### src/mvyr_pkg.sv
// mvyr_pkg: shared widths, angle constants, quarter-turn codes, rotator beat type
// and the arctangent table for the yaw rotator cordic cells.
// No dependencies.
`default_nettype none

package mvyr_pkg;

  // field widths
  localparam int unsigned ANG_W = 18;
  localparam int unsigned MV_W  = 16;
  localparam int unsigned DIFF_W = 19;
  localparam int unsigned D_W   = 17;
  localparam int unsigned REM_W = 16;

  // vector path: q.20 values with headroom for cordic gain, angle in degrees * 2^16
  localparam int unsigned GUARD_W = 16;
  localparam int unsigned XY_W    = 36;
  localparam int unsigned Z_W     = 24;
  localparam int unsigned TABLE_LEN = 24;

  // angles in degrees * 256
  localparam logic [DIFF_W-1:0] FULL_TURN    = 19'd92160;
  localparam logic [D_W-1:0]    QUARTER_TURN = 17'd23040;
  localparam logic [D_W-1:0]    EIGHTH_TURN  = 17'd11520;

  // gain compensation: 1/K in q.30, product rounded half up to q.4
  localparam int unsigned GAIN_W  = 30;
  localparam logic [GAIN_W-1:0] INV_GAIN = 30'd652032874;
  localparam int unsigned SPLIT_W = 18;
  localparam int unsigned ACC_W   = 68;
  localparam int unsigned OUT_SHIFT = 46;

  // quarter-turn pre-rotation codes
  typedef enum logic [1:0] {
    QTR_0   = 2'd0,
    QTR_90  = 2'd1,
    QTR_180 = 2'd2,
    QTR_270 = 2'd3
  } qtr_t;

  // one beat in the rotator chain
  typedef struct packed {
    logic signed [XY_W-1:0] x;
    logic signed [XY_W-1:0] y;
    logic signed [Z_W-1:0]  z;
  } rot_t;

  // atan(2^-i) in degrees * 2^16, rounded to nearest
  function automatic logic [Z_W-1:0] atan_deg16(input int unsigned idx);
    case (idx)
      0:  return 24'd2949120;
      1:  return 24'd1740967;
      2:  return 24'd919879;
      3:  return 24'd466945;
      4:  return 24'd234379;
      5:  return 24'd117304;
      6:  return 24'd58666;
      7:  return 24'd29335;
      8:  return 24'd14668;
      9:  return 24'd7334;
      10: return 24'd3667;
      11: return 24'd1833;
      12: return 24'd917;
      13: return 24'd458;
      14: return 24'd229;
      15: return 24'd115;
      16: return 24'd57;
      17: return 24'd29;
      18: return 24'd14;
      19: return 24'd7;
      20: return 24'd4;
      21: return 24'd2;
      22: return 24'd1;
      default: return 24'd0;
    endcase
  endfunction

endpackage

`default_nettype wire

### src/mvyr_gain.sv
// mvyr_gain: cordic gain compensation, round half up to q.4 and saturation.
// Split multiply in one stage, recombine and round in the output register stage.
// Depends on mvyr_pkg.
`default_nettype none

module mvyr_gain
  import mvyr_pkg::*;
(
  input  wire logic                   clk,
  input  wire logic                   rst,
  input  wire logic                   up_vld,
  output logic                        up_rdy,
  input  rot_t                        up_data,
  output logic                        dn_vld,
  input  wire logic                   dn_rdy,
  output logic signed [MV_W-1:0]      forward_out,
  output logic signed [MV_W-1:0]      side_out
);

  localparam int unsigned HI_W = XY_W - SPLIT_W;
  localparam int unsigned PH_W = HI_W + GAIN_W + 1;
  localparam int unsigned PL_W = SPLIT_W + GAIN_W;
  localparam int unsigned SH_W = ACC_W - OUT_SHIFT;
  localparam logic [ACC_W-1:0] ROUND_HALF = {{(ACC_W-1){1'b0}}, 1'b1} << (OUT_SHIFT - 1);
  localparam logic signed [GAIN_W:0] GAIN_S = $signed({1'b0, INV_GAIN});

  logic va, vb, ra, rb;

  assign rb     = !vb || dn_rdy;
  assign ra     = !va || rb;
  assign up_rdy = ra;

  logic signed [XY_W-1:0] lane_in [2];
  logic signed [PH_W-1:0] ph [2];
  logic [PL_W-1:0]        pl [2];
  logic signed [MV_W-1:0] res [2];
  logic signed [PH_W-1:0] ph_next [2];
  logic [PL_W-1:0]        pl_next [2];
  logic signed [MV_W-1:0] res_next [2];

  assign lane_in[0] = up_data.x;
  assign lane_in[1] = up_data.y;

  for (genvar ln = 0; ln < 2; ln++) begin : g_lane
    // partial products of the high signed and low unsigned halves
    logic signed [HI_W-1:0] xh;
    logic [SPLIT_W-1:0]     xl;
    assign xh = lane_in[ln][XY_W-1:SPLIT_W];
    assign xl = lane_in[ln][SPLIT_W-1:0];
    assign ph_next[ln] = xh * GAIN_S;
    assign pl_next[ln] = xl * INV_GAIN;

    // recombine, round, saturate
    logic [ACC_W-1:0] acc;
    logic [SH_W-1:0]  sh;
    always_comb begin
      acc = {{(ACC_W-PH_W-SPLIT_W){ph[ln][PH_W-1]}}, ph[ln], {SPLIT_W{1'b0}}}
            + {{(ACC_W-PL_W){1'b0}}, pl[ln]} + ROUND_HALF;
      sh  = acc[ACC_W-1:OUT_SHIFT];
      if (sh[SH_W-1:MV_W-1] == {(SH_W-MV_W+1){1'b0}}
          || sh[SH_W-1:MV_W-1] == {(SH_W-MV_W+1){1'b1}}) begin
        res_next[ln] = $signed(sh[MV_W-1:0]);
      end else if (sh[SH_W-1]) begin
        res_next[ln] = $signed({1'b1, {(MV_W-1){1'b0}}});
      end else begin
        res_next[ln] = $signed({1'b0, {(MV_W-1){1'b1}}});
      end
    end

    always_ff @(posedge clk) begin
      if (ra && up_vld) begin
        ph[ln] <= ph_next[ln];
        pl[ln] <= pl_next[ln];
      end
      if (rb && va) begin
        res[ln] <= res_next[ln];
      end
    end
  end

  always_ff @(posedge clk) begin
    if (rst) begin
      va <= 1'b0;
      vb <= 1'b0;
    end else begin
      if (ra) va <= up_vld;
      if (rb) vb <= va;
    end
  end

  assign dn_vld      = vb;
  assign forward_out = res[0];
  assign side_out    = res[1];

endmodule

`default_nettype wire
### config.mk
export PLATFORM = sky130hd
export DESIGN_NAME = mvyr_gain
export DESIGN_NICKNAME = d
export VERILOG_FILES = /design/src/mvyr_pkg.sv /design/src/mvyr_gain.sv
export SDC_FILE = /design/constraint.sdc
export NUM_CORES = 2
export LEC_CHECK = 0
export BUFFER_PORTS_ARGS = -buffer_cell sky130_fd_sc_hd__buf_2
export CORE_ASPECT_RATIO = 1.25
export CORE_MARGIN = 1
export CORE_UTILIZATION = 25
export CTS_CLUSTER_SIZE = 14
export DETAILED_ROUTE_END_ITERATION = 16
export PLACE_DENSITY = 0.42
export SLEW_MARGIN = 15
export SYNTH_ARGS = -nofsm -noshare
export SYNTH_HDL_FRONTEND = slang
export SYNTH_SLANG_ARGS = --single-unit
### constraint.sdc
create_clock -name clk -period 8.4 [get_ports clk]
set_input_delay 1.68 -clock clk [delete_from_list [all_inputs] [get_ports clk]]
set_output_delay 1.68 -clock clk [all_outputs]
set_load 0.05 [all_outputs]
Yosys cells after proc, flatten, opt, wreduce, memory -nomap -nowiden. Memories as Yosys holds them, arrays and structs flattened. Cells that the tools add are included. W data, S select, Z words.

$add $sub $neg: 4. Eq/ne operators: 2. Multipliers: 4. Mux-type cells: 8. Reduce and logical (&&, ||, !) cells: 10.

Operators by type and width (count): $add A67 B49 Y68 (2); $add A68 B46 Y68 const B (2); $mul A18 B30 Y48 const B (2); $mul A18 B29 Y47 const B (2); $mux W16 (4); $eq A7 B7 Y1 const B (2); $logic_not A7 Y1 (2); $logic_or A1 B1 Y1 (4); $mux W1 (4); $logic_and A1 B1 Y1 (2); $logic_not A1 Y1 (2).

Output and inout port bits: 34. Bits of input ports: 100. Bits in writable memories: 222. Word-level logic and storage cells: 33. Memories kept: 3. Register bits after elaboration: 2.

Memory list: ph (words 2, bits a word 48, read ports 2, clocked after memory_dff 0, wr ports 2, line mvyr_gain.sv:34) `logic signed [PH_W-1:0] ph [2];`; pl (words 2, bits a word 47, read ports 2, clocked after memory_dff 0, wr ports 2, line mvyr_gain.sv:35) `logic [PL_W-1:0] pl [2];`; res (words 2, bits a word 16, read ports 2, clocked after memory_dff 0, wr ports 2, line mvyr_gain.sv:36) `logic signed [MV_W-1:0] res [2];`.

Depth between registers and ports, before layout.
Word-level depth: 6. Gate-level depth with buffers: 24. Gate-level depth less buffers: 24.

Worst setup path after synthesis. Ideal clock, no wire load.

Path kind: input -> register. From: input port up_data[30] (netlist name). To: memory pl[0][89] (netlist name), data pin. Slack: 1.018 ns. Cell stages on the path: 22. Data arrival time: 7.124 ns. Path buffers: 0. Setup time: 0.258 ns. Required time: 8.142 ns. Cell sequence: fa_1 -> inv_1 -> fa_1 -> inv_1 -> fa_1 -> inv_1 -> fa_1 -> fa_1 -> inv_1 -> fa_1 -> ha_1 -> and4_1 -> and2_1 -> o21a_1 -> o21ai_1 -> nand3_1 -> a31oi_1 -> a31oi_1 -> and4_1 -> or3_1 -> a31oi_1 -> xnor2_1.

RTL lines: start, declared (line mvyr_gain.sv:13) `input rot_t up_data,`; end, declared (line mvyr_gain.sv:35).

==> PnR_summary.wiki <==
{| class="wikitable"
! Metric !! Value
|-
| Count of antenna-violating nets left after detailed routing || 0
|-
| Hold Path Class || reg2reg
|-
| Ordered list of cells on the worst path || buf_2 -> inv_1 -> ha_1 -> inv_1 -> fa_1 -> fa_1 -> fa_1 -> inv_1 -> fa_1 -> inv_1 -> fa_1 -> ha_1 -> nand4_1 -> inv_1 -> nand4_1 -> a31o_2 -> a211oi_2 -> o211ai_2 -> a21oi_1 -> and3b_1 -> and4_1 -> or4_1
|-
| Max stage delay on crit path || 0.55 ns
|-
| Mean Syn Cell Area || ~11 um^2
|-
| WS Path Type || in2reg
|-
| Outcome || complete, no violations
|-
| Total clock buffers created by CTS || 17
|-
| Final worst path period share || between 90% and 100%
|-
| Count of warnings emitted by yosys || 0
|-
| Clock skew || around 0.024 ns
|-
| Worst path required time || slightly below 9 ns
|-
| Number of cell rows || 171
|-
| Max Slew Vio Count || 0
|-
| Vias per std cell || approximately 4.1
|-
| Fraction of registers with async set or reset after synthesis || 0%
|-
| Count of unresolved DRC violations after routing || 0
|-
| Fraction of final layout cells with drive strength greater than 1 || under 10%
|-
| CTS tree || built
|-
| Count of distinct cell types in the synthesized netlist || slightly above 80
|-
| Maximum number of pins on one net before global-route repair || 70
|-
| Count of pins on the block boundary || approximately 130
|-
| Total of flip-flops plus latches after synthesis || between 150 and 200
|-
| Critical Path Source Type || input port
|-
| Achievable Freq || roughly 130 MHz
|-
| Final hold violation count || 0
|-
| Final Wtd Congestion || 0.894
|-
| Average wire length per cell after detail routing || 17.3 um
|-
| Setup violators final || 0
|-
| Cts hold-fix bufs || 0
|-
| Fill count || 18500
|-
| HPWL after DPL || 107000 um
|-
| Relative slew slack || between 30% and 40%
|-
| IO buf count || between 100 and 150
|-
| Number of maximum-capacitance constraint violations || 0
|-
| Transition time at the pin with the least slew margin || around 0.96 ns
|-
| Synth Net Count || just under 6000
|-
| Share of synthesized area occupied by flip-flops and latches || ~13%
|-
| Master of the slowest instance on the critical path || fa_1
|-
| Area growth, synth to finish || 10.8%
|-
| DIE HEIGHT || roughly 470 um
|-
| Initial Utilization || roughly a quarter
|-
| Clock-pin slew on the worst setup and hold paths || 0.09 ns
|-
| Drt pass-1 iters || 7
|-
| Family with the most delay on the worst path || adder cells
|-
| Post-Synthesis Cells || 4181
|-
| Kind of end point of the critical path || flip-flop
|-
| Number of antenna violations at the first check in global routing || 3
|-
| Post-Synthesis Cell Area || 44000 um^2
|-
| Clock sink total || roughly 190
|-
| Clock insertion delay at the later pin of the skew report || approximately 0.52 ns
|-
| Arr. time, crit path || 7.96 ns
|-
| Maximum fanout along the worst path || 7
|-
| First-pass GRT wire length || roughly 180000 um
|-
| Maximum count of clock buffers along a single path || 2
|-
| GRT Util Overall || around 14%
|-
| Core Area || 174000 um^2
|-
| Post-layout minimum cycle time || ~7.7 ns
|-
| Post-CTS setup buffer count || 0
|-
| Count of flip-flops with a built-in enable after synthesis || around 190
|-
| Number of global-route vias before repair || 31800
|-
| Total Routed Length || roughly 120000 um
|-
| Number of gates resized after CTS || 0
|-
| H-Tree Level Count || 4
|-
| Root cell of the clock tree || clkbuf_16
|-
| Number of vias in the routed layout || 27800
|-
| Dominant synthesized flop cell || edfxtp_1
|-
| Multi-input combinational cell area || approximately 33000 um^2
|-
| Accumulated negative setup slack || 0 ns
|-
| Die outline area || around 180000 um^2
|-
| Final nets || 6133
|-
| Number of DRC violations after detailed-routing iteration 0 || around 950
|-
| WP buf/inv || 6
|-
| Remaining global-route overflow || 0
|-
| Die Width || 377 um
|-
| Area of all sequential standard cells || roughly 5600 um^2
|-
| RSZ-0062 raised after global routing || false
|}
==> state kept, by name (all words and copies together), names as in the netlist <==
| name | flops |
|---|---|
| ph | 96 |
| pl | 58 |
| va | 1 |
| dn_vld | 1 |
| res | 32 |
==> cell usage in the layout (no fill, tap or decap), drive strengths merged, types with 8 or more instances in the layout <==
master / n
o21a: 18
and3: 20
and4: 13
or2: 8
inv: 1342
ha: 802
o21bai: 15
a21o: 103
a211oi: 10
o21ai: 71
clkbuf: 17
a21oi: 162
nor2: 101
buf: 212
xor2: 59
nor2b: 24
and2: 12
o211ai: 11
fa: 834
edfxtp: 186
nand3: 38
mux2i: 16
a31oi: 17
nor3: 20
xnor2: 99
nand2: 75
nand4: 26
nand2b: 18
==> area by class of cell <==
class,instances,share of cell area (%)
diodes,1,0.00514
multi-input cells,2643,68.2
well taps,2335,6.00
repair buffers,212,2.71
clock inverters,14,0.357
inverters,1335,10.3
clock buffers,17,0.873
flip-flops and latches,188,11.5
==> cell usage after synthesis, types with 3 or more instances <==
library cell	n	share of area (%)
a21oi_2	12	0.24
a221oi_1	3	0.060
edfxtp_1	186	13
clkbuf_1	10	0.085
nand4_1	25	0.36
nor4_1	5	0.071
inv_1	1335	11
a31oi_1	17	0.24
o21ai_2	4	0.080
a21o_1	101	1.7
o2111ai_1	3	0.060
a221o_1	3	0.068
nand2b_1	18	0.26
and3_1	20	0.28
nor2b_1	24	0.34
nor3_1	19	0.22
o211ai_1	10	0.17
xnor2_1	99	2.0
or3_1	5	0.071
fa_1	834	38
o21ai_1	5	0.057
o22ai_1	4	0.057
o21ai_0	62	0.71
ha_1	802	23
mux2i_1	16	0.36
xor2_1	59	1.2
or2_2	7	0.10
a221oi_2	3	0.10
nand2_1	75	0.64
and2_1	11	0.16
a31o_2	7	0.14
nor2_1	101	0.86
and4_1	13	0.26
a211oi_1	9	0.15
o21bai_1	15	0.26
o21a_1	18	0.31
nand3_1	38	0.43
o31ai_1	3	0.051
a21oi_1	149	1.7
==> stage by stage <==
stage / cell area, um^2 / hold WS (ns) / setup WS [ns] / std cells / util (%)
floorplan: 44000 / 0.478 / 1.02 / 4181 / -
global placement: 48100 / 0.505 / 0.0804 / 6713 / 27.6
detailed placement: 48100 / 0.510 / 0.141 / 6713 / 27.6
CTS: 48700 / 0.517 / 0.646 / 6744 / 28.0
global route: 48700 / 0.555 / 0.228 / 6744 / 28.0
finish: 48700 / 0.513 / 0.680 / 6745 / 28.0
==> path summary, 6_finish.rpt <==
check | from | endpoint | slack (ns) | cells after the start
max | up_data[49] | ph[0][94] | 0.68 | 22
min | va | dn_vld | 0.51 | 2
max reg2reg | ph[0][22] | res[0][3] | 3.71 | 13
min reg2reg | va | dn_vld | 0.51 | 2
==> worst reg2reg max path, stage by stage, from the launching register on <==
cell      delay (ns)
edfxtp_1        0.39
ha_1            0.30
ha_1            0.31
nand4_1         0.13
nor4_1          0.50
o21ai_0         0.22
a21oi_2         0.30
o21ai_2         0.16
a21oi_4         0.30
nand4_2         0.18
mux2_2          0.31
a32oi_1         0.21
o31a_1          0.74
mux2i_1         0.44
==> layer usage <==
metal	up-vias	routed length [um]	track usage [%]
met3	73	2260	1.34
met1	14000	49800	16.5
met5	-	33	0
li1	13500	-	-
met2	236	62600	26.0
met4	6	2180	2.97
==> cells by family after synthesis <==
group / Yosys count / share of synthesized area, %
fa+ha+maj: 1636 / 60.8
buf+inv: 1350 / 11.6
compound gates: 461 / 7.00
simple gates: 371 / 4.24
flops: 188 / 12.8
xor+xnor: 158 / 3.15
mux: 17 / 0.390
Power is left out: the tool's default activity adds up to more than one toggle a clock period on the data nets, which glitch-free logic cannot reach.
