<file path="config.mk">
export PLATFORM = sky130hd
export DESIGN_NAME = mvyr_prep
export DESIGN_NICKNAME = d
export VERILOG_FILES = /design/src/mvyr_pkg.sv /design/src/mvyr_prep.sv
export SDC_FILE = /design/constraint.sdc
export NUM_CORES = 1
export LEC_CHECK = 0
export ABC_AREA = 1
export BUFFER_PORTS_ARGS = -buffer_cell sky130_fd_sc_hd__buf_4
export CAP_MARGIN = 10
export CORE_AREA = 5 5 137 139
export CTS_BUF_LIST = sky130_fd_sc_hd__clkbuf_8
export DETAILED_ROUTE_END_ITERATION = 12
export DIE_AREA = 0 0 142 144
export PLACE_DENSITY_LB_ADDON = 0.2
export SLEW_MARGIN = 20
export SYNTH_ARGS = -nofsm -noshare
export SYNTH_HDL_FRONTEND = slang
export SYNTH_SLANG_ARGS = --single-unit
</file>
<file path="constraint.sdc">
create_clock -name clk -period 6 [get_ports clk]
set_input_delay 0 -clock clk [delete_from_list [all_inputs] [get_ports clk]]
set_output_delay 0 -clock clk [all_outputs]
set_load 0.01 [all_outputs]
</file>
<file path="src/mvyr_pkg.sv">
// mvyr_pkg: shared widths, angle constants, quarter-turn codes, rotator beat type
// and the arctangent table for the yaw rotator cordic cells.
// No dependencies.
`default_nettype none

package mvyr_pkg;

  // field widths
  localparam int unsigned ANG_W = 18;
  localparam int unsigned MV_W  = 16;
  localparam int unsigned DIFF_W = 19;
  localparam int unsigned D_W   = 17;
  localparam int unsigned REM_W = 16;

  // vector path: q.20 values with headroom for cordic gain, angle in degrees * 2^16
  localparam int unsigned GUARD_W = 16;
  localparam int unsigned XY_W    = 36;
  localparam int unsigned Z_W     = 24;
  localparam int unsigned TABLE_LEN = 24;

  // angles in degrees * 256
  localparam logic [DIFF_W-1:0] FULL_TURN    = 19'd92160;
  localparam logic [D_W-1:0]    QUARTER_TURN = 17'd23040;
  localparam logic [D_W-1:0]    EIGHTH_TURN  = 17'd11520;

  // gain compensation: 1/K in q.30, product rounded half up to q.4
  localparam int unsigned GAIN_W  = 30;
  localparam logic [GAIN_W-1:0] INV_GAIN = 30'd652032874;
  localparam int unsigned SPLIT_W = 18;
  localparam int unsigned ACC_W   = 68;
  localparam int unsigned OUT_SHIFT = 46;

  // quarter-turn pre-rotation codes
  typedef enum logic [1:0] {
    QTR_0   = 2'd0,
    QTR_90  = 2'd1,
    QTR_180 = 2'd2,
    QTR_270 = 2'd3
  } qtr_t;

  // one beat in the rotator chain
  typedef struct packed {
    logic signed [XY_W-1:0] x;
    logic signed [XY_W-1:0] y;
    logic signed [Z_W-1:0]  z;
  } rot_t;

  // atan(2^-i) in degrees * 2^16, rounded to nearest
  function automatic logic [Z_W-1:0] atan_deg16(input int unsigned idx);
    case (idx)
      0:  return 24'd2949120;
      1:  return 24'd1740967;
      2:  return 24'd919879;
      3:  return 24'd466945;
      4:  return 24'd234379;
      5:  return 24'd117304;
      6:  return 24'd58666;
      7:  return 24'd29335;
      8:  return 24'd14668;
      9:  return 24'd7334;
      10: return 24'd3667;
      11: return 24'd1833;
      12: return 24'd917;
      13: return 24'd458;
      14: return 24'd229;
      15: return 24'd115;
      16: return 24'd57;
      17: return 24'd29;
      18: return 24'd14;
      19: return 24'd7;
      20: return 24'd4;
      21: return 24'd2;
      22: return 24'd1;
      default: return 24'd0;
    endcase
  endfunction

endpackage

`default_nettype wire

</file>
<file path="src/mvyr_prep.sv">
// mvyr_prep: heading wrap, angle difference mod 360, quarter-turn split and
// exact quarter-turn pre-rotation of the movement vector. Three pipeline stages.
// Depends on mvyr_pkg.
`default_nettype none

module mvyr_prep
  import mvyr_pkg::*;
(
  input  wire logic                    clk,
  input  wire logic                    rst,
  input  wire logic                    up_vld,
  output logic                         up_rdy,
  input  wire logic signed [ANG_W-1:0] old_heading,
  input  wire logic signed [ANG_W-1:0] new_heading,
  input  wire logic signed [MV_W-1:0]  forward_in,
  input  wire logic signed [MV_W-1:0]  side_in,
  output logic                         dn_vld,
  input  wire logic                    dn_rdy,
  output rot_t                         dn_data
);

  // stage registers
  logic                     v1, v2, v3;
  logic [DIFF_W-1:0]        diff;
  logic [D_W-1:0]           dmod;
  logic signed [MV_W-1:0]   f1, s1, f2, s2;
  rot_t                     rot;

  logic r1, r2, r3;

  // bubble-collapsing ready chain
  assign r3     = !v3 || dn_rdy;
  assign r2     = !v2 || r3;
  assign r1     = !v1 || r2;
  assign up_rdy = r1;

  // stage 1: wrap each heading once and subtract
  logic [DIFF_W-1:0] ho, hn, diff_next;
  always_comb begin
    ho = {old_heading[ANG_W-1], old_heading};
    hn = {new_heading[ANG_W-1], new_heading};
    if (old_heading[ANG_W-1]) begin
      ho = ho + FULL_TURN;
    end
    if (new_heading[ANG_W-1]) begin
      hn = hn + FULL_TURN;
    end
    diff_next = hn - ho;
  end

  // stage 2: bring difference into 0..full turn, full turn excluded
  logic signed [DIFF_W:0] dx, dsel;
  logic signed [DIFF_W:0] full_s;
  always_comb begin
    dx     = $signed({diff[DIFF_W-1], diff});
    full_s = $signed({1'b0, FULL_TURN});
    if (dx >= full_s) begin
      dsel = dx - full_s;
    end else if (dx >= 0) begin
      dsel = dx;
    end else if (dx >= -full_s) begin
      dsel = dx + full_s;
    end else begin
      dsel = dx + (full_s <<< 1);
    end
  end

  // stage 3: quarter count and residual, then exact quarter rotation
  logic [D_W:0]            e, rb;
  qtr_t                    q;
  logic signed [REM_W-1:0] r;
  logic signed [XY_W-1:0]  x0, y0;
  rot_t                    rot_next;
  always_comb begin
    e = {1'b0, dmod} + {1'b0, EIGHTH_TURN};
    if (e >= ({1'b0, QUARTER_TURN} << 2)) begin
      q  = QTR_0;
      rb = e - ({1'b0, QUARTER_TURN} << 2);
    end else if (e >= ({1'b0, QUARTER_TURN} * 18'd3)) begin
      q  = QTR_270;
      rb = e - ({1'b0, QUARTER_TURN} * 18'd3);
    end else if (e >= ({1'b0, QUARTER_TURN} << 1)) begin
      q  = QTR_180;
      rb = e - ({1'b0, QUARTER_TURN} << 1);
    end else if (e >= {1'b0, QUARTER_TURN}) begin
      q  = QTR_90;
      rb = e - {1'b0, QUARTER_TURN};
    end else begin
      q  = QTR_0;
      rb = e;
    end
    r  = $signed(rb[REM_W-1:0] - EIGHTH_TURN[REM_W-1:0]);
    x0 = $signed({{(XY_W-MV_W-GUARD_W){f2[MV_W-1]}}, f2, {GUARD_W{1'b0}}});
    y0 = $signed({{(XY_W-MV_W-GUARD_W){s2[MV_W-1]}}, s2, {GUARD_W{1'b0}}});
    case (q)
      QTR_0: begin
        rot_next.x = x0;
        rot_next.y = y0;
      end
      QTR_90: begin
        rot_next.x = -y0;
        rot_next.y = x0;
      end
      QTR_180: begin
        rot_next.x = -x0;
        rot_next.y = -y0;
      end
      QTR_270: begin
        rot_next.x = y0;
        rot_next.y = -x0;
      end
      default: begin
        rot_next.x = x0;
        rot_next.y = y0;
      end
    endcase
    rot_next.z = $signed({r, 8'd0});
  end

  // valid bits
  always_ff @(posedge clk) begin
    if (rst) begin
      v1 <= 1'b0;
      v2 <= 1'b0;
      v3 <= 1'b0;
    end else begin
      if (r1) v1 <= up_vld;
      if (r2) v2 <= v1;
      if (r3) v3 <= v2;
    end
  end

  // payload registers
  always_ff @(posedge clk) begin
    if (r1 && up_vld) begin
      diff <= diff_next;
      f1   <= forward_in;
      s1   <= side_in;
    end
    if (r2 && v1) begin
      dmod <= dsel[D_W-1:0];
      f2   <= f1;
      s2   <= s1;
    end
    if (r3 && v2) begin
      rot <= rot_next;
    end
  end

  assign dn_vld  = v3;
  assign dn_data = rot;

endmodule

`default_nettype wire

</file>
* Yosys cells after proc, flatten, opt, wreduce, memory -nomap -nowiden *
Index checks and enable logic that the tools add are counted.

word-level totals
  register bits = 191
  bits in latches = 0
  bits in writable memories = 0
  bits in read-only memories = 0
  input bits = 72
  output and inout bits = 98
  word-level logic and storage cells = 60
  memories kept = 0

operators by class
  $add $sub $neg = 14
  $mul = 0
  div/mod/pow operators = 0
  $lt $le $gt $ge = 7
  equality and inequality tests = 3
  shifts and indexed selects = 0
  multiplexer cells = 14
  bitwise gates (word level) = 0
  reductions and logical operators = 10

operators by type and width
  operator                  count
  $pmux W72 S4              1
  $neg A32 Y36              2
  $mux W16                  4
  $mux W17                  3
  $add A18 B18 Y19 const B  2
  $ge A19 B18 Y1 const B    2
  $mux W19                  2
  $ge A18 B17 Y1 const B    2
  $add A17 B17 Y17 const B  2
  $sub A16 B15 Y16 const B  2
  $ge A19 B1 Y1 const B     1
  $sub A19 B19 Y19          1
  $add A17 B14 Y18 const B  1
  $ge A18 B15 Y1 const B    1
  $ge A18 B16 Y1 const B    1
  $sub A17 B17 Y17 const B  1
  $sub A16 B12 Y16 const B  1
  $sub A16 B14 Y16 const B  1
  $sub A16 B16 Y16 const B  1
  $mux W2                   3
  $eq A2 B2 Y1 const B      2
  $logic_and A1 B1 Y1       3
  $logic_not A1 Y1          3
  $logic_or A1 B1 Y1        3
  3 further kinds           3

* Longest topological paths before layout *
  depth in word-level cells = 8
  depth in mapped cells = 27
  depth with buffers taken out = 25

* Worst setup path after synthesis *
OpenSTA, ideal clock, no wires.

  path type = register to register
  start = register v3 (netlist: dn_vld)
  end = register rot (netlist bit dn_data[10]), enable pin
  data arrival time = 3.105 ns
  required time = 5.512 ns
  path slack = 2.407 ns
  stages on the path, launching flop included = 2
  clock period less this slack = 3.593 ns
  cell sequence = dfxtp_1 -> a21oi_1

between the ends
  cells in the longest elaborated chain, start to end = 3

ends and longest elaborated chain
  element                 RTL line          text
  start, declared         mvyr_prep.sv:23   logic v1, v2, v3;
  start signal, assigned  mvyr_prep.sv:129  if (r3) v3 <= v2;
  $logic_not A1 Y1        mvyr_prep.sv:32   assign r3 = !v3 || dn_rdy;
  $logic_or A1 B1 Y1      mvyr_prep.sv:32
  $logic_and A1 B1 Y1     mvyr_prep.sv:145  if (r3 && v2) begin
  end signal, assigned    mvyr_prep.sv:146  rot <= rot_next;
  end, declared           mvyr_prep.sv:27   rot_t rot;

No other way between the ends.
A chain may end at the register's enable or synchronous reset.

==> flow_summary.yaml <==
run_status:
  run_status: "completed"
worst_setup_path:
  critPathKind: "flop to flop"
  rrSetupSlack_ns: 1.99
  rr_endpoint: "dn_data[49]"
  cp_max_fo: 24
  cp.depth: 14
  crit_path_start: "dmod[8]"
  r2r_cells: 14
  worstPathRequired_ns: 6.18
  path_cells: "ha_1, xor2_1, inv_1, ha_1, nand2_1, nand4_1, nor2_1, nand3_1, nand2_1, inv_1, nand2_2, inv_2, a221oi_1, o21ai_0"
  max_stage_delay_ns: 0.52
  cpLargestDelayFamily: "simple AND/OR/NAND/NOR gates"
  end_kind: "flop"
  regToRegStartpoint: "dmod[8]"
  cp.arrival_ns: 4.19
  path_buf_inv: 3
  crit_path_end: "dn_data[49]"
  cp-start-kind: "flop"
  cp_slowest_cell: "edfxtp_1"
sta:
  slew_headroom_pct: 51.8
  tns_ns: 0
  setup_viol: 0
  fin_skew_ns: 0.00929
  tightest_slew_ns: 0.723
  period_needed_ns: 4.01
  clock.fmax_ghz: 0.249
  min_period_over_period_pct: 66.8
  finalHoldViolCount: 0
  rsz0062_at_grt: "false"
  finalMaxSlewViolations: 0
final_layout:
  final_cells: 1368
  area_growth_pct: 19.3
  multi_input_area_mm2: 0.00391
  seqCellArea_mm2: 0.00474
  drive_gt1_share_pct: 19.8
  nets: 1243
  stdcell_area_mm2: 0.0112
  num_antenna_cells: 0
  fill_cells: 1478
  utilization_pct: 63.8
pwr:
  power.internal_uw: 2380
  p_sw_share_pct: 37.5
  p_per_area_mw_per_mm2: 340
  power_frac_comb_pct: 40.5
  p_total_uw: 3800
  peakVddDrop_uv: 196
  p_leak_uw: 0.00482
  pwr-share-seq_pct: 39.6
  switchingPower_uw: 1430
  p_clk_share_pct: 19.9
yosys:
  seq_area_frac_synth_pct: 50.6
  ys_ff_latch: 159
  synthMuxAreaShare_pct: 0.227
  synth_edf_count: 156
  synth-compound-area-share_pct: 10.8
  synth_top_area_cell: "edfxtp_1"
  ys_types: 52
  avgSynthCellArea_um2: 9.82
  synth_xor_area_share_pct: 5.61
  synth_top_area_share_pct: 50.0
  synth-simple-area-share_pct: 17.6
  ys_top_cells_by_area: "edfxtp_1, nand2_1, ha_1"
  synth_fa_ha_area_share_pct: 5.82
  synth_cells: 954
  synth_ff_type: "edfxtp_1"
  ys_warn_count: 0
  synthArstFlopShare_pct: 0
  syn_area_mm2: 0.00937
  synth_top_family_by_area: "simple AND/OR/NAND/NOR gates"
floorplan:
  start_util_pct: 53.4
  io_pins: 170
  dieHeight_um: 144
  die_area_mm2: 0.0204
  fp-row-count: 49
  core_area_mm2: 0.0175
  die_x_um: 142
placed_design:
  place_congestion: 0.890
  place_hpwl_um: 14800
  place_area_mm2: 0.0104
  dp_cells: 1299
  portBuffers: 129
route:
  dr.pass1.iters: 5
  drc: 0
  drtIter0Drc: 400
  wl_per_cell_um: 14.4
  wirelength_um: 19700
  vias: 7133
  via_per_inst: 5.21
  drtAntennaViolNets: 0
clock_tree:
  cts_buffers: 17
  clkTransAtPathRegs_ns: 0.08
  ctsHtreeMaxLevel: 4
  clk_latency_ns: 0.45
  cts_tree: "yes"
  cts_buffer_depth: 2
  cts_sinks: 159
  postCtsSetupBuffers: 0
  root_buffer: "clkbuf_8"
global_route:
  grt_pass1_vias: 6632
  track_usage_pct: 19.1
  grt_overflow: 0
  grt_pass1_wl_um: 31000
  antenna_found_initial: 0
  grt_max_degree: 57
flow_run:
  cap_violations: 0
worst_hold_path:
  worst_hold_path_type: "primary input to flop"
[per-stage QoR]
stage	hold slack, ns	setup WS (ns)
3_5_place_dp	0.179	2.07
3_3_place_gp	0.179	2.19
2_1_floorplan	0.0691	2.41
5_1_grt	0.0298	1.61
6_report	0.0482	1.99
4_1_cts	0.0213	2.05
[worst min path at each step]
stage | from | end | slack, ns | cells past startpoint
after floorplan | rst | dn_vld | 0.07 | 1
after global placement | side_in[6] | s1[6] | 0.18 | 1
after detailed placement | rst | dn_vld | 0.18 | 2
after CTS | new_heading[3] | diff[3] | 0.02 | 3
after global routing | new_heading[5] | diff[5] | 0.03 | 3
final | new_heading[6] | diff[6] | 0.05 | 3
[registers in the layout, summed over array words and instances (netlist names)]
| name | count |
|---|---|
| dn_vld | 1 |
| diff | 19 |
| s2 | 16 |
| s1 | 16 |
| v2 | 1 |
| f2 | 16 |
| dn_data | 56 |
| f1 | 16 |
| v1 | 1 |
| dmod | 17 |
[final cells by class]
cell class                      count  area share, %
Sequential cell                   159           42.4
Multi-Input combinational cell    650           34.9
Timing Repair Buffer              171           12.4
Inverter                          129           4.35
Tap cell                          229           2.56
Clock buffer                       17           2.09
Clock inverter                     13           1.24
[cell usage in the layout (no fill, tap or decap), types with 11 or more instances in the layout]
cell | synthesis | final
edfxtp_1 | 156 | 156
nand2_1 | 146 | 146
o21ai_0 | 35 | 35
xor2_1 | 43 | 43
o21ai_1 | 28 | 28
nor2_1 | 64 | 64
inv_2 | 15 | 17
clkbuf_8 | 0 | 17
a21oi_1 | 46 | 45
buf_4 | 41 | 132
nand3_1 | 57 | 57
nand4_1 | 11 | 11
o22ai_1 | 13 | 13
ha_1 | 42 | 42
xnor2_1 | 17 | 17
nand2_2 | 15 | 15
conb_1 | 1 | 40
dlygate4sd3_1 | 0 | 39
inv_1 | 113 | 112
[per-layer routing]
layer,track usage [%],vias up,part of all wire [%]
met5,0,-,0
met3,3.41,30,6.2
met1,22.9,3295,41
li1,-,3566,-
met2,34.4,242,51
met4,7.27,0,2.2
[worst reg2reg max path, stage by stage (launching register included)]
cell and delay, ns:
edfxtp_1 0.52, ha_1 0.28, xor2_1 0.40, inv_1 0.22, ha_1 0.26, nand2_1 0.08
nand4_1 0.12, nor2_1 0.13, nand3_1 0.08, nand2_1 0.41, inv_1 0.23, nand2_2 0.41
inv_2 0.18, a221oi_1 0.28, o21ai_0 0.13
[cell usage after synthesis (3+ instances only)]
cell,count
o2111ai_1,8
buf_2,8
buf_4,41
dfxtp_1,3
nand2_2,15
nor3_1,9
inv_1,113
nand4_1,11
nor2_1,64
o21ai_0,35
a31oi_1,10
nand3_1,57
clkbuf_1,4
nor4_1,4
xor2_1,43
xnor2_1,17
edfxtp_1,156
o21ai_1,28
nand3_2,8
a21oi_1,46
ha_1,42
inv_2,15
nand2_1,146
nor2_4,3
or2_2,4
a221oi_1,9
o31ai_1,3
o211ai_1,6
nand2_4,7
o22ai_1,13
[power by group through the flow]
| stage | sequential, uW | clock (uW) | combinational (uW) |
|---|---|---|---|
| after global placement | 1530 | 0 | 1490 |
| after global routing | 1520 | 820 | 1720 |
| after CTS | 1510 | 778 | 1540 |
| after floorplan | 1540 | 0 | 1160 |
| final | 1510 | 756 | 1540 |
| after detailed placement | 1530 | 0 | 1510 |
[logic make-up after synthesis]
logic type      after synthesis
mux                           2
buf+inv                     184
xor+xnor                     60
flops                       159
fa+ha+maj                    43
simple gates                337
compound gates              168
other cells                   1
[repair_timing]
action / CTS / global route
endpoints found under the setup margin: 0 / 0
resized for setup: 0 / 0
hold buffers: 39 / 0
endpoints found under the hold margin: 42 / 0
(Power assumes the default switching activity.)
