==> src/mvyr_pkg.sv <==
// mvyr_pkg: shared widths, angle constants, quarter-turn codes, rotator beat type
// and the arctangent table for the yaw rotator cordic cells.
// No dependencies.
`default_nettype none

package mvyr_pkg;

  // field widths
  localparam int unsigned ANG_W = 18;
  localparam int unsigned MV_W  = 16;
  localparam int unsigned DIFF_W = 19;
  localparam int unsigned D_W   = 17;
  localparam int unsigned REM_W = 16;

  // vector path: q.20 values with headroom for cordic gain, angle in degrees * 2^16
  localparam int unsigned GUARD_W = 16;
  localparam int unsigned XY_W    = 36;
  localparam int unsigned Z_W     = 24;
  localparam int unsigned TABLE_LEN = 24;

  // angles in degrees * 256
  localparam logic [DIFF_W-1:0] FULL_TURN    = 19'd92160;
  localparam logic [D_W-1:0]    QUARTER_TURN = 17'd23040;
  localparam logic [D_W-1:0]    EIGHTH_TURN  = 17'd11520;

  // gain compensation: 1/K in q.30, product rounded half up to q.4
  localparam int unsigned GAIN_W  = 30;
  localparam logic [GAIN_W-1:0] INV_GAIN = 30'd652032874;
  localparam int unsigned SPLIT_W = 18;
  localparam int unsigned ACC_W   = 68;
  localparam int unsigned OUT_SHIFT = 46;

  // quarter-turn pre-rotation codes
  typedef enum logic [1:0] {
    QTR_0   = 2'd0,
    QTR_90  = 2'd1,
    QTR_180 = 2'd2,
    QTR_270 = 2'd3
  } qtr_t;

  // one beat in the rotator chain
  typedef struct packed {
    logic signed [XY_W-1:0] x;
    logic signed [XY_W-1:0] y;
    logic signed [Z_W-1:0]  z;
  } rot_t;

  // atan(2^-i) in degrees * 2^16, rounded to nearest
  function automatic logic [Z_W-1:0] atan_deg16(input int unsigned idx);
    case (idx)
      0:  return 24'd2949120;
      1:  return 24'd1740967;
      2:  return 24'd919879;
      3:  return 24'd466945;
      4:  return 24'd234379;
      5:  return 24'd117304;
      6:  return 24'd58666;
      7:  return 24'd29335;
      8:  return 24'd14668;
      9:  return 24'd7334;
      10: return 24'd3667;
      11: return 24'd1833;
      12: return 24'd917;
      13: return 24'd458;
      14: return 24'd229;
      15: return 24'd115;
      16: return 24'd57;
      17: return 24'd29;
      18: return 24'd14;
      19: return 24'd7;
      20: return 24'd4;
      21: return 24'd2;
      22: return 24'd1;
      default: return 24'd0;
    endcase
  endfunction

endpackage

`default_nettype wire

==> src/mvyr_cell.sv <==
// mvyr_cell: one cordic micro-rotation by atan(2^-IDX) with its own beat register.
// Depends on mvyr_pkg.
`default_nettype none

module mvyr_cell
  import mvyr_pkg::*;
#(
  parameter int unsigned IDX = 0
)
(
  input  wire logic clk,
  input  wire logic rst,
  input  wire logic up_vld,
  output logic      up_rdy,
  input  rot_t      up_data,
  output logic      dn_vld,
  input  wire logic dn_rdy,
  output rot_t      dn_data
);

  localparam logic [Z_W-1:0] ATAN_I = atan_deg16(IDX);

  logic vld;
  rot_t data;

  assign up_rdy = !vld || dn_rdy;

  // micro-rotation, direction from the sign of the residual angle
  logic signed [XY_W-1:0] xs, ys, dx, dy;
  rot_t                   data_next;
  always_comb begin
    xs = up_data.x;
    ys = up_data.y;
    dx = ys >>> IDX;
    dy = xs >>> IDX;
    if (!up_data.z[Z_W-1]) begin
      data_next.x = xs - dx;
      data_next.y = ys + dy;
      data_next.z = $signed(up_data.z - ATAN_I);
    end else begin
      data_next.x = xs + dx;
      data_next.y = ys - dy;
      data_next.z = $signed(up_data.z + ATAN_I);
    end
  end

  always_ff @(posedge clk) begin
    if (rst) begin
      vld <= 1'b0;
    end else if (up_rdy) begin
      vld <= up_vld;
    end
  end

  always_ff @(posedge clk) begin
    if (up_rdy && up_vld) begin
      data <= data_next;
    end
  end

  assign dn_vld  = vld;
  assign dn_data = data;

endmodule

`default_nettype wire

==> config.mk <==
export PLATFORM = sky130hd
export DESIGN_NAME = mvyr_cell
export DESIGN_NICKNAME = d
export VERILOG_FILES = /design/src/mvyr_pkg.sv /design/src/mvyr_cell.sv
export SDC_FILE = /design/constraint.sdc
export NUM_CORES = 1
export LEC_CHECK = 0
export BUFFER_PORTS_ARGS = -buffer_cell sky130_fd_sc_hd__buf_2
export CORE_ASPECT_RATIO = 0.8
export CORE_MARGIN = 1.5
export CORE_UTILIZATION = 45
export CTS_CLUSTER_SIZE = 30
export DETAILED_ROUTE_END_ITERATION = 10
export GPL_ROUTABILITY_DRIVEN = 0
export PLACE_DENSITY = 0.7
export SLEW_MARGIN = 15
export SYNTH_ARGS = -nofsm -noshare
export SYNTH_HDL_FRONTEND = slang
export SYNTH_SLANG_ARGS = --single-unit
export TNS_END_PERCENT = 1
==> constraint.sdc <==
create_clock -name clk -period 3.6 [get_ports clk]
set_clock_uncertainty 0.15 [all_clocks]
set_input_delay 0.54 -clock clk [delete_from_list [all_inputs] [get_ports clk]]
set_output_delay 0.54 -clock clk [all_outputs]
set_load 0.03 [all_outputs]
# Yosys cells after proc, flatten, opt, wreduce, memory -nomap -nowiden
# Cells that the tools add are included.
# W data, S select, Z words.
[classes] add_sub_neg=5 mux=1 n_reduce_logical=3
[op_table] cell="$mux W96" n=1
[op_table] cell="$sub A36 B36 Y36" n=2
[op_table] cell="$add A36 B36 Y36" n=1
[op_table] cell="$add A24 B22 Y24 const B" n=1
[op_table] cell="$sub A24 B22 Y24 const B" n=1
[op_table] cell="$logic_and A1 B1 Y1" n=1
[op_table] cell="$logic_not A1 Y1" n=1
[op_table] cell="$logic_or A1 B1 Y1" n=1
[totals] ff_bits=97 in_bits=100 output_inout_bits=98 word_cells=13

# Longest topological paths before layout
# Gate-level depths: netlist (run 1).
[depth] depth_word=3 ltp_mapped=13 ltp_nobuf=12

# Worst setup path after synthesis (run 1)
# Ideal clock, no wire load.
[synth_path] path_kind="input-to-reg" start="in dn_rdy" end="reg data (netlist bit dn_data[0]) (enable)" setup_ps=464 arrival_ps=3123 t_required_ps=2986 setup_slack_ps=-137 cell_stages=2 n_path_buf=0 cell_sequence="nand2b_1 and2_1"
[synth_between] elab_chain_len=2
[synth_rtl] element="start, declared" line="mvyr_cell.sv:17" source="input wire logic dn_rdy,"
[synth_rtl] element="$logic_or A1 B1 Y1" line="mvyr_cell.sv:26" source="assign up_rdy = !vld || dn_rdy;"
[synth_rtl] element="$logic_and A1 B1 Y1" line="mvyr_cell.sv:56" source="if (up_rdy && up_vld) begin"
[synth_rtl] element="end signal, assigned" line="mvyr_cell.sv:57" source="data <= data_next;"
[synth_rtl] element="end, declared" line="mvyr_cell.sv:24" source="rot_t data;"
# No other way between the ends.
# A chain may end at the register's enable or synchronous reset.

==> run summary, run 1 <==
Period utilization = 93.5%
WP data required = 3.56 ns
Port-buffer cells = 197
Vias in the first global route = 8,667
DP Area = 11,400 um^2
Share of layout cells above drive strength 1 = 24.3%
Flop2flop setup slack = 1.71 ns
Ys flop type = edfxtp_1
Commonest non-fill, non-tap cell in the layout = buf_2
Hold Crit Depth = 2
Mapped Cells = 1,124
Cell-by-cell trace of the critical path = buf_2 -> inv_1 -> ha_1 -> buf_4 -> nor4_1 -> nand2_1 -> nand4_1 -> o221ai_1 -> o311ai_1 -> buf_4 -> a21oi_1 -> mux2_2 -> and4_1
Post-route cell area = 11,700 um^2
Nets = 1,600
P&R area growth vs syn = 23.6%
Synth Area in Adders = 15.5%
Die Span Y = 133 um
CORE AREA = 20,600 um^2
Synth Register Bits = 96
Worst skew pair latency = 0.36 ns
Die ar. = 21,900 um^2
F_max = 297 MHz
Synth cell types = 73
Clk sinks = 96
CTS tree = built
PD cells = 383 nW/um^2
Leakage Power = 5.37 nW
Overflow after GRT = 0
Final wirelength = 29,700 um
Peak supply drop = 0.269 mV
Post-synth top area cell = edfxtp_1
Hold Path End = dn_vld
Number of synthesized flops with an enable pin = 95
DRC = 0
Die width = 165 um
XOR/XNOR Fraction of Synth Area = 6.57%
Syn Std Cell Area = 9460 um^2
Status = completed
Reg2reg start = dn_vld
Total track usage = 26.9%
Maximum number of pins on one net before global-route repair = 70
Slew Limit Headroom = 49.2%
Fraction of registers with async set/reset = 0%
Crit Reg-Reg Endpoint = dn_data[9]
Compound-gate portion of the synthesized area = 24.9%
Initial Util = 45.8%
Clk slew on worst S/H paths = 0.08 ns
Post CTS Setup Buffer Count = 0
Initial antenna violation count = 0
Synth area leaders = edfxtp_1 (30%), ha_1 (15%), a21oi_1 (7.6%)
Post-CTS resize count = 0
Syn nets = 1,339
Detailed Route Iter0 Violations = 1,496
Nature of the critical path endpoint = register
Clock Root Buffer = clkbuf_16
Final core occ = 56.7%
Final slew viol count = 0
Max_cap viols = 0
H-tree depth reported by CTS = 3
Hold Crit Class = primary input to register
DRT Pass-1 Iters = 6
Mean area per synthesized cell = 8.42 um^2
Arr. time, crit path = 3.32 ns
Post-DP HPWL = 23,700 um
Post-DRT Antenna Nets = 0
Via count = 9,523
Worst r2r path cells = 3
Max clock buf depth = 2
Finish-stage setup viols = 0
Top-Level Pins = 198
Most frequent cells in the layout = buf_2 (197), a21oi_1 (143), ha_1 (111), buf_4 (104)
Ys Warns = 0
Mux share of post-synthesis cell area = 1.81%
Number of CTS-inserted buffers = 9
Largest family of logic cells by synthesized area = compound AO/OA/AOI/OAI gates
Worst slew pin tran = 0.762 ns
Number of hold buffers added after CTS = 0
Global-route wire length before repair = 45,700 um
RSZ-0062 raised after global routing = no
Ant. Diodes = 0
Tmin final = 3.37 ns
Vias per cell = 5.74
Final setup margin = 0.233 ns
TNS Setup = 0 ns
Worst slack, placed = -0.122 ns
Hold Violations, Final = 0
CP max stage delay = 0.41 ns
Synth top area share = 30.2%
Filler Cell Count = 1,945
CP max-delay cell = ha_1
Worst path most repeated cell = buf_4
Area fraction in and, or, nand and nor cells after synthesis = 14.3%
CP Class = primary input to register
Post-synthesis sequential area ratio = 30.4%
Standard-cell rows = 47
Crit-path max FO = 8
WL/cell = 17.9 um
Crit start category = primary input
Hold Crit Start = rst
-- critical path: cells and delay by family --
| family | cells | cell delay, ns |
|---|---|---|
| fa+ha+maj | 1 | 0.41 |
| compound gates | 3 | 0.77 |
| simple gates | 4 | 0.81 |
| buf+inv | 4 | 0.49 |
| mux | 1 | 0.30 |
-- through the flow --
step                power (mW)  hold WS (ns)  cells
finish                    4.48         0.167   1659
global route              4.68         0.175   1659
CTS                       4.46         0.158   1659
detailed placement        3.36         0.366   1643
global placement          3.34         0.344   1643
floorplan                 2.71         0.459   1124
-- report_power, final --
| group | switching (mW) | total, mW | internal (mW) |
|---|---|---|---|
| logic | 1.22 | 1.93 | 0.705 |
| clock network | 0.525 | 1.09 | 0.567 |
| registers | 0.0335 | 1.46 | 1.43 |
| total | 1.78 | 4.48 | 2.70 |
-- state kept, by name (all words and copies together) (netlist names) --
register and count:
dn_vld 1, dn_data 95
-- synth_stat cells, drive strengths merged, types with 5 or more instances --
cell type / count
a21oi: 145
clkbuf: 34
nor2b: 15
a211oi: 13
xor2: 10
ha: 111
o31ai: 18
nand3: 14
nand4: 12
or2: 7
o21ai: 81
o22ai: 5
nand3b: 6
nand2: 71
edfxtp: 95
nor2: 100
nor3: 19
o41ai: 5
xnor2: 61
nor4: 11
o21bai: 36
a21o: 21
inv: 107
buf: 18
a31oi: 7
mux2i: 16
nand2b: 12
o21a: 7
-- logic make-up (layout without fill, tap and decap cells) --
logic type / Yosys count / after routing
mux: 17 / 17
fa+ha+maj: 115 / 115
simple gates: 285 / 285
xor+xnor: 71 / 71
compound gates: 380 / 380
buf+inv: 160 / 426
flops: 96 / 96
-- worst max path at each step --
stage | to | startpoint | cells past startpoint | slack [ns]
6_report | dn_data[87] | up_data[30] | 13 | 0.23
5_1_grt | dn_data[95] | up_data[27] | 14 | 0.13
4_1_cts | dn_data[87] | up_data[30] | 13 | 0.27
3_5_place_dp | dn_data[87] | up_data[30] | 13 | -0.12
3_3_place_gp | dn_data[87] | up_data[30] | 13 | -0.18
2_1_floorplan | dn_data[88] | up_data[24] | 11 | 0.38
-- area by class of cell --
class                      instances  area (um^2)  area share (%)
inverter                         108          405            3.47
sequential                        96         2870            24.6
tap                              269          337            2.88
timing repair buffer             302         1790            15.3
clock inverter                     7         95.1           0.813
clock buffer                       9          225            1.93
multi-input combinational        868         5970            51.1
-- per-layer routing --
layer | vias up | GRT usage, % | routed length [um]
met4 | 0 | 6.31 | 522
met2 | 575 | 39.0 | 12300
li1 | 4527 | - | -
met1 | 4368 | 39.9 | 13400
met5 | - | 0 | 0
met3 | 53 | 6.30 | 3420
Power figures use the tool's default switching activity.
==> run 2, diff against run 1 <==
REMOVE_ABC_BUFFERS = 1   (was default)
SKIP_CTS_REPAIR_TIMING = 1   (was default)
==> run 2 against run 1 <==
- count of clock-buffer cells in the layout is the same
- die area is the same
- wire length is 1.3% lower
- worst setup slack worse by 0.046 ns
- largest power group unchanged
- critical path depth is 1 lower
- via count fell by 0.68%
- clock power decreased by 6%
- sequential share of layout area up 0.076 points
- power decreased by 1.7%
- first-iteration DRC count shrank 12%
- highest routed layer unchanged
- sequential cell count unchanged
- critical endpoint is now dn_data[94]
- utilization is 0.18 points lower
==> run summary, run 2 (synthesized netlist as in run 1, its figures left out) <==
Status = completed (unchanged)
Final slew viol count = 0 (unchanged)
CORE AREA = 20,600 um^2 (unchanged)
CP Class = primary input to register (unchanged)
Met1 GRT Util = 39.5% (was 39.9%)
Most frequent cells in the layout = buf_2 (196), a21oi_1 (143), ha_1 (111), buf_4 (102) (was buf_2 (197), a21oi_1 (143), ha_1 (111), buf_4 (104))
Worst r2r path cells = 3 (unchanged)
P&R area growth vs syn = 23.2% (was 23.6%)
Cell-by-cell trace of the critical path = buf_2 -> ha_1 -> fa_1 -> nor2b_1 -> o21ai_1 -> a21oi_1 -> or4_1 -> a31o_2 -> a21oi_2 -> o21ai_1 -> a21oi_1 -> xor2_1 (was buf_2 -> inv_1 -> ha_1 -> buf_4 -> nor4_1 -> nand2_1 -> nand4_1 -> o221ai_1 -> o311ai_1 -> buf_4 -> a21oi_1 -> mux2_2 -> and4_1)
Via count = 9,458 (was 9,523)
Worst slew pin tran = 0.765 ns (was 0.762 ns)
Crit start category = primary input (unchanged)
Global-route wire length before repair = 46,500 um (was 45,700 um)
Clk slew on worst S/H paths = 0.08 ns (about the same)
Post-DP HPWL = 23,600 um (was 23,700 um)
WHS = 0.182 ns (was 0.167 ns)
Final wirelength = 29,300 um (was 29,700 um)
Detailed Route Iter0 Violations = 1,311 (was 1,496)
CP max stage delay = 0.62 ns (was 0.41 ns)
Final setup margin = 0.187 ns (was 0.233 ns)
Die width = 165 um (unchanged)
Hold Violations, Final = 0 (unchanged)
WL/cell = 17.7 um (was 17.9 um)
Number of CTS-inserted buffers = 9 (unchanged)
Arr. time, crit path = 3.38 ns (was 3.32 ns)
Finish-stage setup viols = 0 (unchanged)
Final core occ = 56.5% (was 56.7%)
Worst skew pair latency = 0.36 ns (about the same)
Leakage Power = 5.35 nW (was 5.37 nW)
WP data required = 3.57 ns (was 3.56 ns)
Port-buffer cells = 197 (unchanged)
Max clock buf depth = 2 (unchanged)
Die Span Y = 133 um (unchanged)
# placed instances = 1,640 (was 1,643)
Vias per cell = 5.71 (was 5.74)
Peak supply drop = 0.231 mV (was 0.269 mV)
Slew Limit Headroom = 48.5% (was 49.2%)
Hold Crit Class = primary input to register (unchanged)
Vias in the first global route = 9,003 (was 8,667)
H-tree depth reported by CTS = 3 (unchanged)
Post-DRT Antenna Nets = 0 (unchanged)
Flip-flop count of the largest register after layout = 95 (unchanged)
Worst slack, placed = -0.117 ns (was -0.122 ns)
Total track usage = 27.1% (was 26.9%)
Standard-cell rows = 47 (unchanged)
Grt peak-use layer = met1 (unchanged)
Final non-filler cell total = 1,656 (was 1,659)
Share of layout cells above drive strength 1 = 24.2% (was 24.3%)
Hold Crit Depth = 2 (unchanged)
CTS tree = built (unchanged)
Crit-path max FO = 3 (was 8)
Period utilization = 94.8% (was 93.5%)
DP Area = 11,400 um^2 (about the same)
Ant. Diodes = 0 (unchanged)
Nature of the critical path endpoint = register (unchanged)
Nets = 1,597 (was 1,600)
Max_cap viols = 0 (unchanged)
Met3 GRT Util = 5.67% (was 6.30%)
PD cells = 377 nW/um^2 (was 383 nW/um^2)
Commonest non-fill, non-tap cell in the layout = buf_2 (unchanged)
Clk sinks = 96 (unchanged)
Top-Level Pins = 198 (unchanged)
Clock Root Buffer = clkbuf_16 (unchanged)
CP max-delay cell = or4_1 (was ha_1)
Die ar. = 21,900 um^2 (unchanged)
DRT Pass-1 Iters = 8 (was 6)
F_max = 293 MHz (was 297 MHz)
Post-route cell area = 11,700 um^2 (about the same)
DRC = 0 (unchanged)
Filler Cell Count = 1,897 (was 1,945)
Tmin final = 3.41 ns (was 3.37 ns)
Initial antenna violation count = 0 (unchanged)
Total Power = 4.40 mW (was 4.48 mW)
Initial Util = 45.8% (unchanged)
RSZ-0062 raised after global routing = no (unchanged)
Overflow after GRT = 0 (unchanged)
TNS Setup = 0 ns (unchanged)
Met2 Use GR = 39.2% (was 39.0%)
Maximum number of pins on one net before global-route repair = 51 (was 70)
[run 2: worst paths after layout]
| kind | startpoint | slack (ns) | end |
|---|---|---|---|
| setup / recovery | up_data[24] | 0.19 | dn_data[94] |
| hold / removal | rst | 0.18 | dn_vld |
| setup reg to reg | dn_vld | 1.72 | dn_data[73] |
| hold reg to reg | dn_vld | 0.40 | dn_vld |
[run 2: routing by layer]
layer,vias to the layer above,part of all wire (%)
met5,-,0
met4,0,3.0
met3,72,9.8
met2,505,41
met1,4358,46
li1,4523,-
[run 2: cell type report]
type | count | area [um^2] | area share [%]
Clock buffer | 9 | 225 | 1.93
Clock inverter | 7 | 78.8 | 0.676
Inverter | 108 | 405 | 3.48
Multi-Input combinational cell | 868 | 5970 | 51.2
Sequential cell | 96 | 2870 | 24.6
Tap cell | 269 | 337 | 2.89
Timing Repair Buffer | 299 | 1770 | 15.2
[run 2: report_power, final]
part	leakage [nW]	internal, mW	switching [mW]	total, mW
clock network	0.151	0.503	0.525	1.03
registers	0.927	1.43	0.0363	1.46
logic	4.27	0.702	1.21	1.91
[run 2: critical path, delay by kind of cell]
kind | cells | cell delay (ns)
xor+xnor | 1 | 0.08
simple gates | 2 | 0.78
fa+ha+maj | 2 | 0.64
compound gates | 6 | 1.22
buf+inv | 1 | 0.12
==> run 3, diff against run 2 <==
PLACE_DENSITY = 0.71   (was 0.7)
RECOVER_POWER = 25   (was default)
==> run 3 against run 2 <==
- the flow now finishes with violations (capacitance limit, slew limit)
- clock power barely moved
- via count rose by 1.4%
- combinational power barely moved
- count of clock-buffer cells in the layout did not move
- critical path depth did not move
- largest power group unchanged
- register-to-register slack got worse by 1.0 ns
- power barely moved
- largest cell class unchanged
- first-iteration DRC count fell by 1.2%
- non-clock buffer count rose by 2
==> run summary, run 3 (synthesized netlist as in run 1, its figures left out) <==
Final slew viol count = 96 (was 0)
Finish-stage setup viols = 0 (unchanged)
Slew Limit Headroom = -61.7% (was 48.5%)
DRC = 0 (unchanged)
Worst skew pair latency = 0.36 ns (about the same)
WP data required = 3.56 ns (was 3.57 ns)
Period utilization = 95.5% (was 94.8%)
Reg2reg start = dn_vld (unchanged)
H-tree depth reported by CTS = 3 (unchanged)
Standard-cell rows = 47 (unchanged)
Arr. time, crit path = 3.40 ns (was 3.38 ns)
Status = finished with violations (was completed)
Worst r2r path cells = 3 (unchanged)
TNS Setup = 0 ns (unchanged)
Switch share = 40.4% (was 40.2%)
Die width = 165 um (unchanged)
Vias per cell = 5.79 (was 5.71)
Crit Reg-Reg Endpoint = dn_data[75] (was dn_data[73])
Share of layout cells above drive strength 1 = 22.5% (was 24.2%)
Flip-flop count of the largest register after layout = 95 (unchanged)
Crit start category = primary input (unchanged)
Commonest non-fill, non-tap cell in the layout = buf_2 (unchanged)
DRT Pass-1 Iters = 6 (was 8)
Worst slew pin tran = 2.43 ns (was 0.765 ns)
Clk pwr share = 23.3% (was 23.4%)
Clock Root Buffer = clkbuf_16 (unchanged)
Net Switching = 1.78 mW (was 1.77 mW)
Die ar. = 21,900 um^2 (unchanged)
Die Span Y = 133 um (unchanged)
Hold Crit Class = primary input to register (unchanged)
Ant. Diodes = 0 (unchanged)
Post-DRT Antenna Nets = 0 (unchanged)
Peak supply drop = 0.263 mV (was 0.231 mV)
Flop2flop setup slack = 0.69 ns (was 1.72 ns)
P&R area growth vs syn = 22.9% (was 23.2%)
Nature of the critical path endpoint = register (unchanged)
Hold Crit Depth = 2 (unchanged)
CTS tree = built (unchanged)
Max_cap viols = 1 (was 0)
Nets = 1,599 (was 1,597)
Global-route wire length before repair = 45,800 um (was 46,500 um)
Max clock buf depth = 2 (unchanged)
Via count = 9,593 (was 9,458)
Total track usage = 26.8% (was 27.1%)
PD cells = 378 nW/um^2 (was 377 nW/um^2)
Leakage Power = 5.28 nW (was 5.35 nW)
Internal power = 2.62 mW (was 2.63 mW)
Hold Crit Start = rst (unchanged)
Failing checks = capacitance limit, slew limit
CP Class = primary input to register (unchanged)
CP max stage delay = 0.62 ns (about the same)
Initial antenna violation count = 0 (unchanged)
Clk sinks = 96 (unchanged)
Flop pwr share = 33.4% (was 33.2%)
Post-DP HPWL = 23,600 um (about the same)
CP max-delay cell = or4_1 (unchanged)
RSZ-0062 raised after global routing = no (unchanged)
Hold Violations, Final = 0 (unchanged)
Comb power frac = 43.4% (about the same)
Most frequent cells in the layout = buf_2 (172), a21oi_1 (143), ha_1 (111), buf_4 (104) (was buf_2 (196), a21oi_1 (143), ha_1 (111), buf_4 (102))
Top-Level Pins = 198 (unchanged)
Final wirelength = 29,700 um (was 29,300 um)
Clk slew on worst S/H paths = 0.08 ns (about the same)
CORE AREA = 20,600 um^2 (unchanged)
Hold Path End = dn_vld (unchanged)
WHS = 0.169 ns (was 0.182 ns)
Port-buffer cells = 197 (unchanged)
Tmin final = 3.44 ns (was 3.41 ns)
Cell-by-cell trace of the critical path = buf_2 -> ha_1 -> fa_1 -> nor2b_1 -> o21ai_1 -> a21oi_1 -> or4_1 -> a31o_2 -> a21oi_2 -> o21ai_1 -> a21oi_1 -> xor2_1 (unchanged)
Vias in the first global route = 8,864 (was 9,003)
Maximum number of pins on one net before global-route repair = 96 (was 51)
Detailed Route Iter0 Violations = 1,295 (was 1,311)
WL/cell = 17.9 um (was 17.7 um)
Number of CTS-inserted buffers = 9 (unchanged)
Overflow after GRT = 0 (unchanged)
Crit-path max FO = 3 (unchanged)
Initial Util = 45.8% (unchanged)
F_max = 291 MHz (was 293 MHz)
run 3: cell types whose count changed in the layout (fill, tap and decap cells not counted):
cell	change
clkinv_8	+2
buf_12	-1
clkbuf_2	+1
and2_2	+1
buf_2	-24
buf_4	+2
and2_4	-1
inv_8	-1
inv_12	-1
clkbuf_1	+24
run 3: worst max-delay path, delay by kind of cell:
kind | cells | cell delay, ns
AOI/OAI and AO/OA | 6 | 1.22
and+or+nand+nor | 2 | 0.78
adders and majority gates | 2 | 0.65
buffers and inverters | 1 | 0.12
xor gates and xnor gates | 1 | 0.08
run 3: worst max-delay path by stage:
stage                     start          end  slack, ns
floorplan                dn_rdy   dn_data[0]      -0.14
global placement    up_data[29]  dn_data[83]      -0.09
detailed placement  up_data[24]  dn_data[58]      -0.13
CTS                 up_data[24]  dn_data[94]       0.25
global route        up_data[24]  dn_data[90]       0.05
finish              up_data[24]  dn_data[94]       0.16
run 3: power groups by stage:
stage	Combinational, mW	Sequential [mW]	Clock, mW
CTS	1.88	1.46	1.05
floorplan	0.908	1.77	0
finish	1.91	1.47	1.02
global placement	1.85	1.49	0
detailed placement	1.87	1.49	0
global route	2.05	1.48	1.08
run 3: per-stage QoR:
stage / instance area (um^2) / util, % / total power [mW] / worst slack, ns / cells
floorplan: 9250 / - / 2.68 / -0.137 / 1072
global placement: 11400 / 55.1 / 3.34 / -0.0891 / 1642
detailed placement: 11400 / 55.1 / 3.36 / -0.129 / 1642
CTS: 11700 / 56.6 / 4.40 / 0.252 / 1658
global route: 11600 / 56.3 / 4.61 / 0.0507 / 1658
finish: 11600 / 56.3 / 4.40 / 0.162 / 1658
run 3: routing by layer:
layer / up-vias / share of wire, % / track usage, %
met5: - / 0 / 0
met1: 4356 / 45 / 39.2
met3: 67 / 12 / 5.74
li1: 4527 / - / -
met2: 643 / 41 / 39.4
met4: 0 / 2.6 / 7.46
run 3: final cells by class:
class / count / area [um^2]
tap: 269 / 337
clock buffer: 9 / 225
multi-input combinational: 868 / 5970
clock inverter: 7 / 83.8
timing repair buffer: 301 / 1740
inverter: 108 / 405
fill: 1932 / 9010
sequential: 96 / 2870
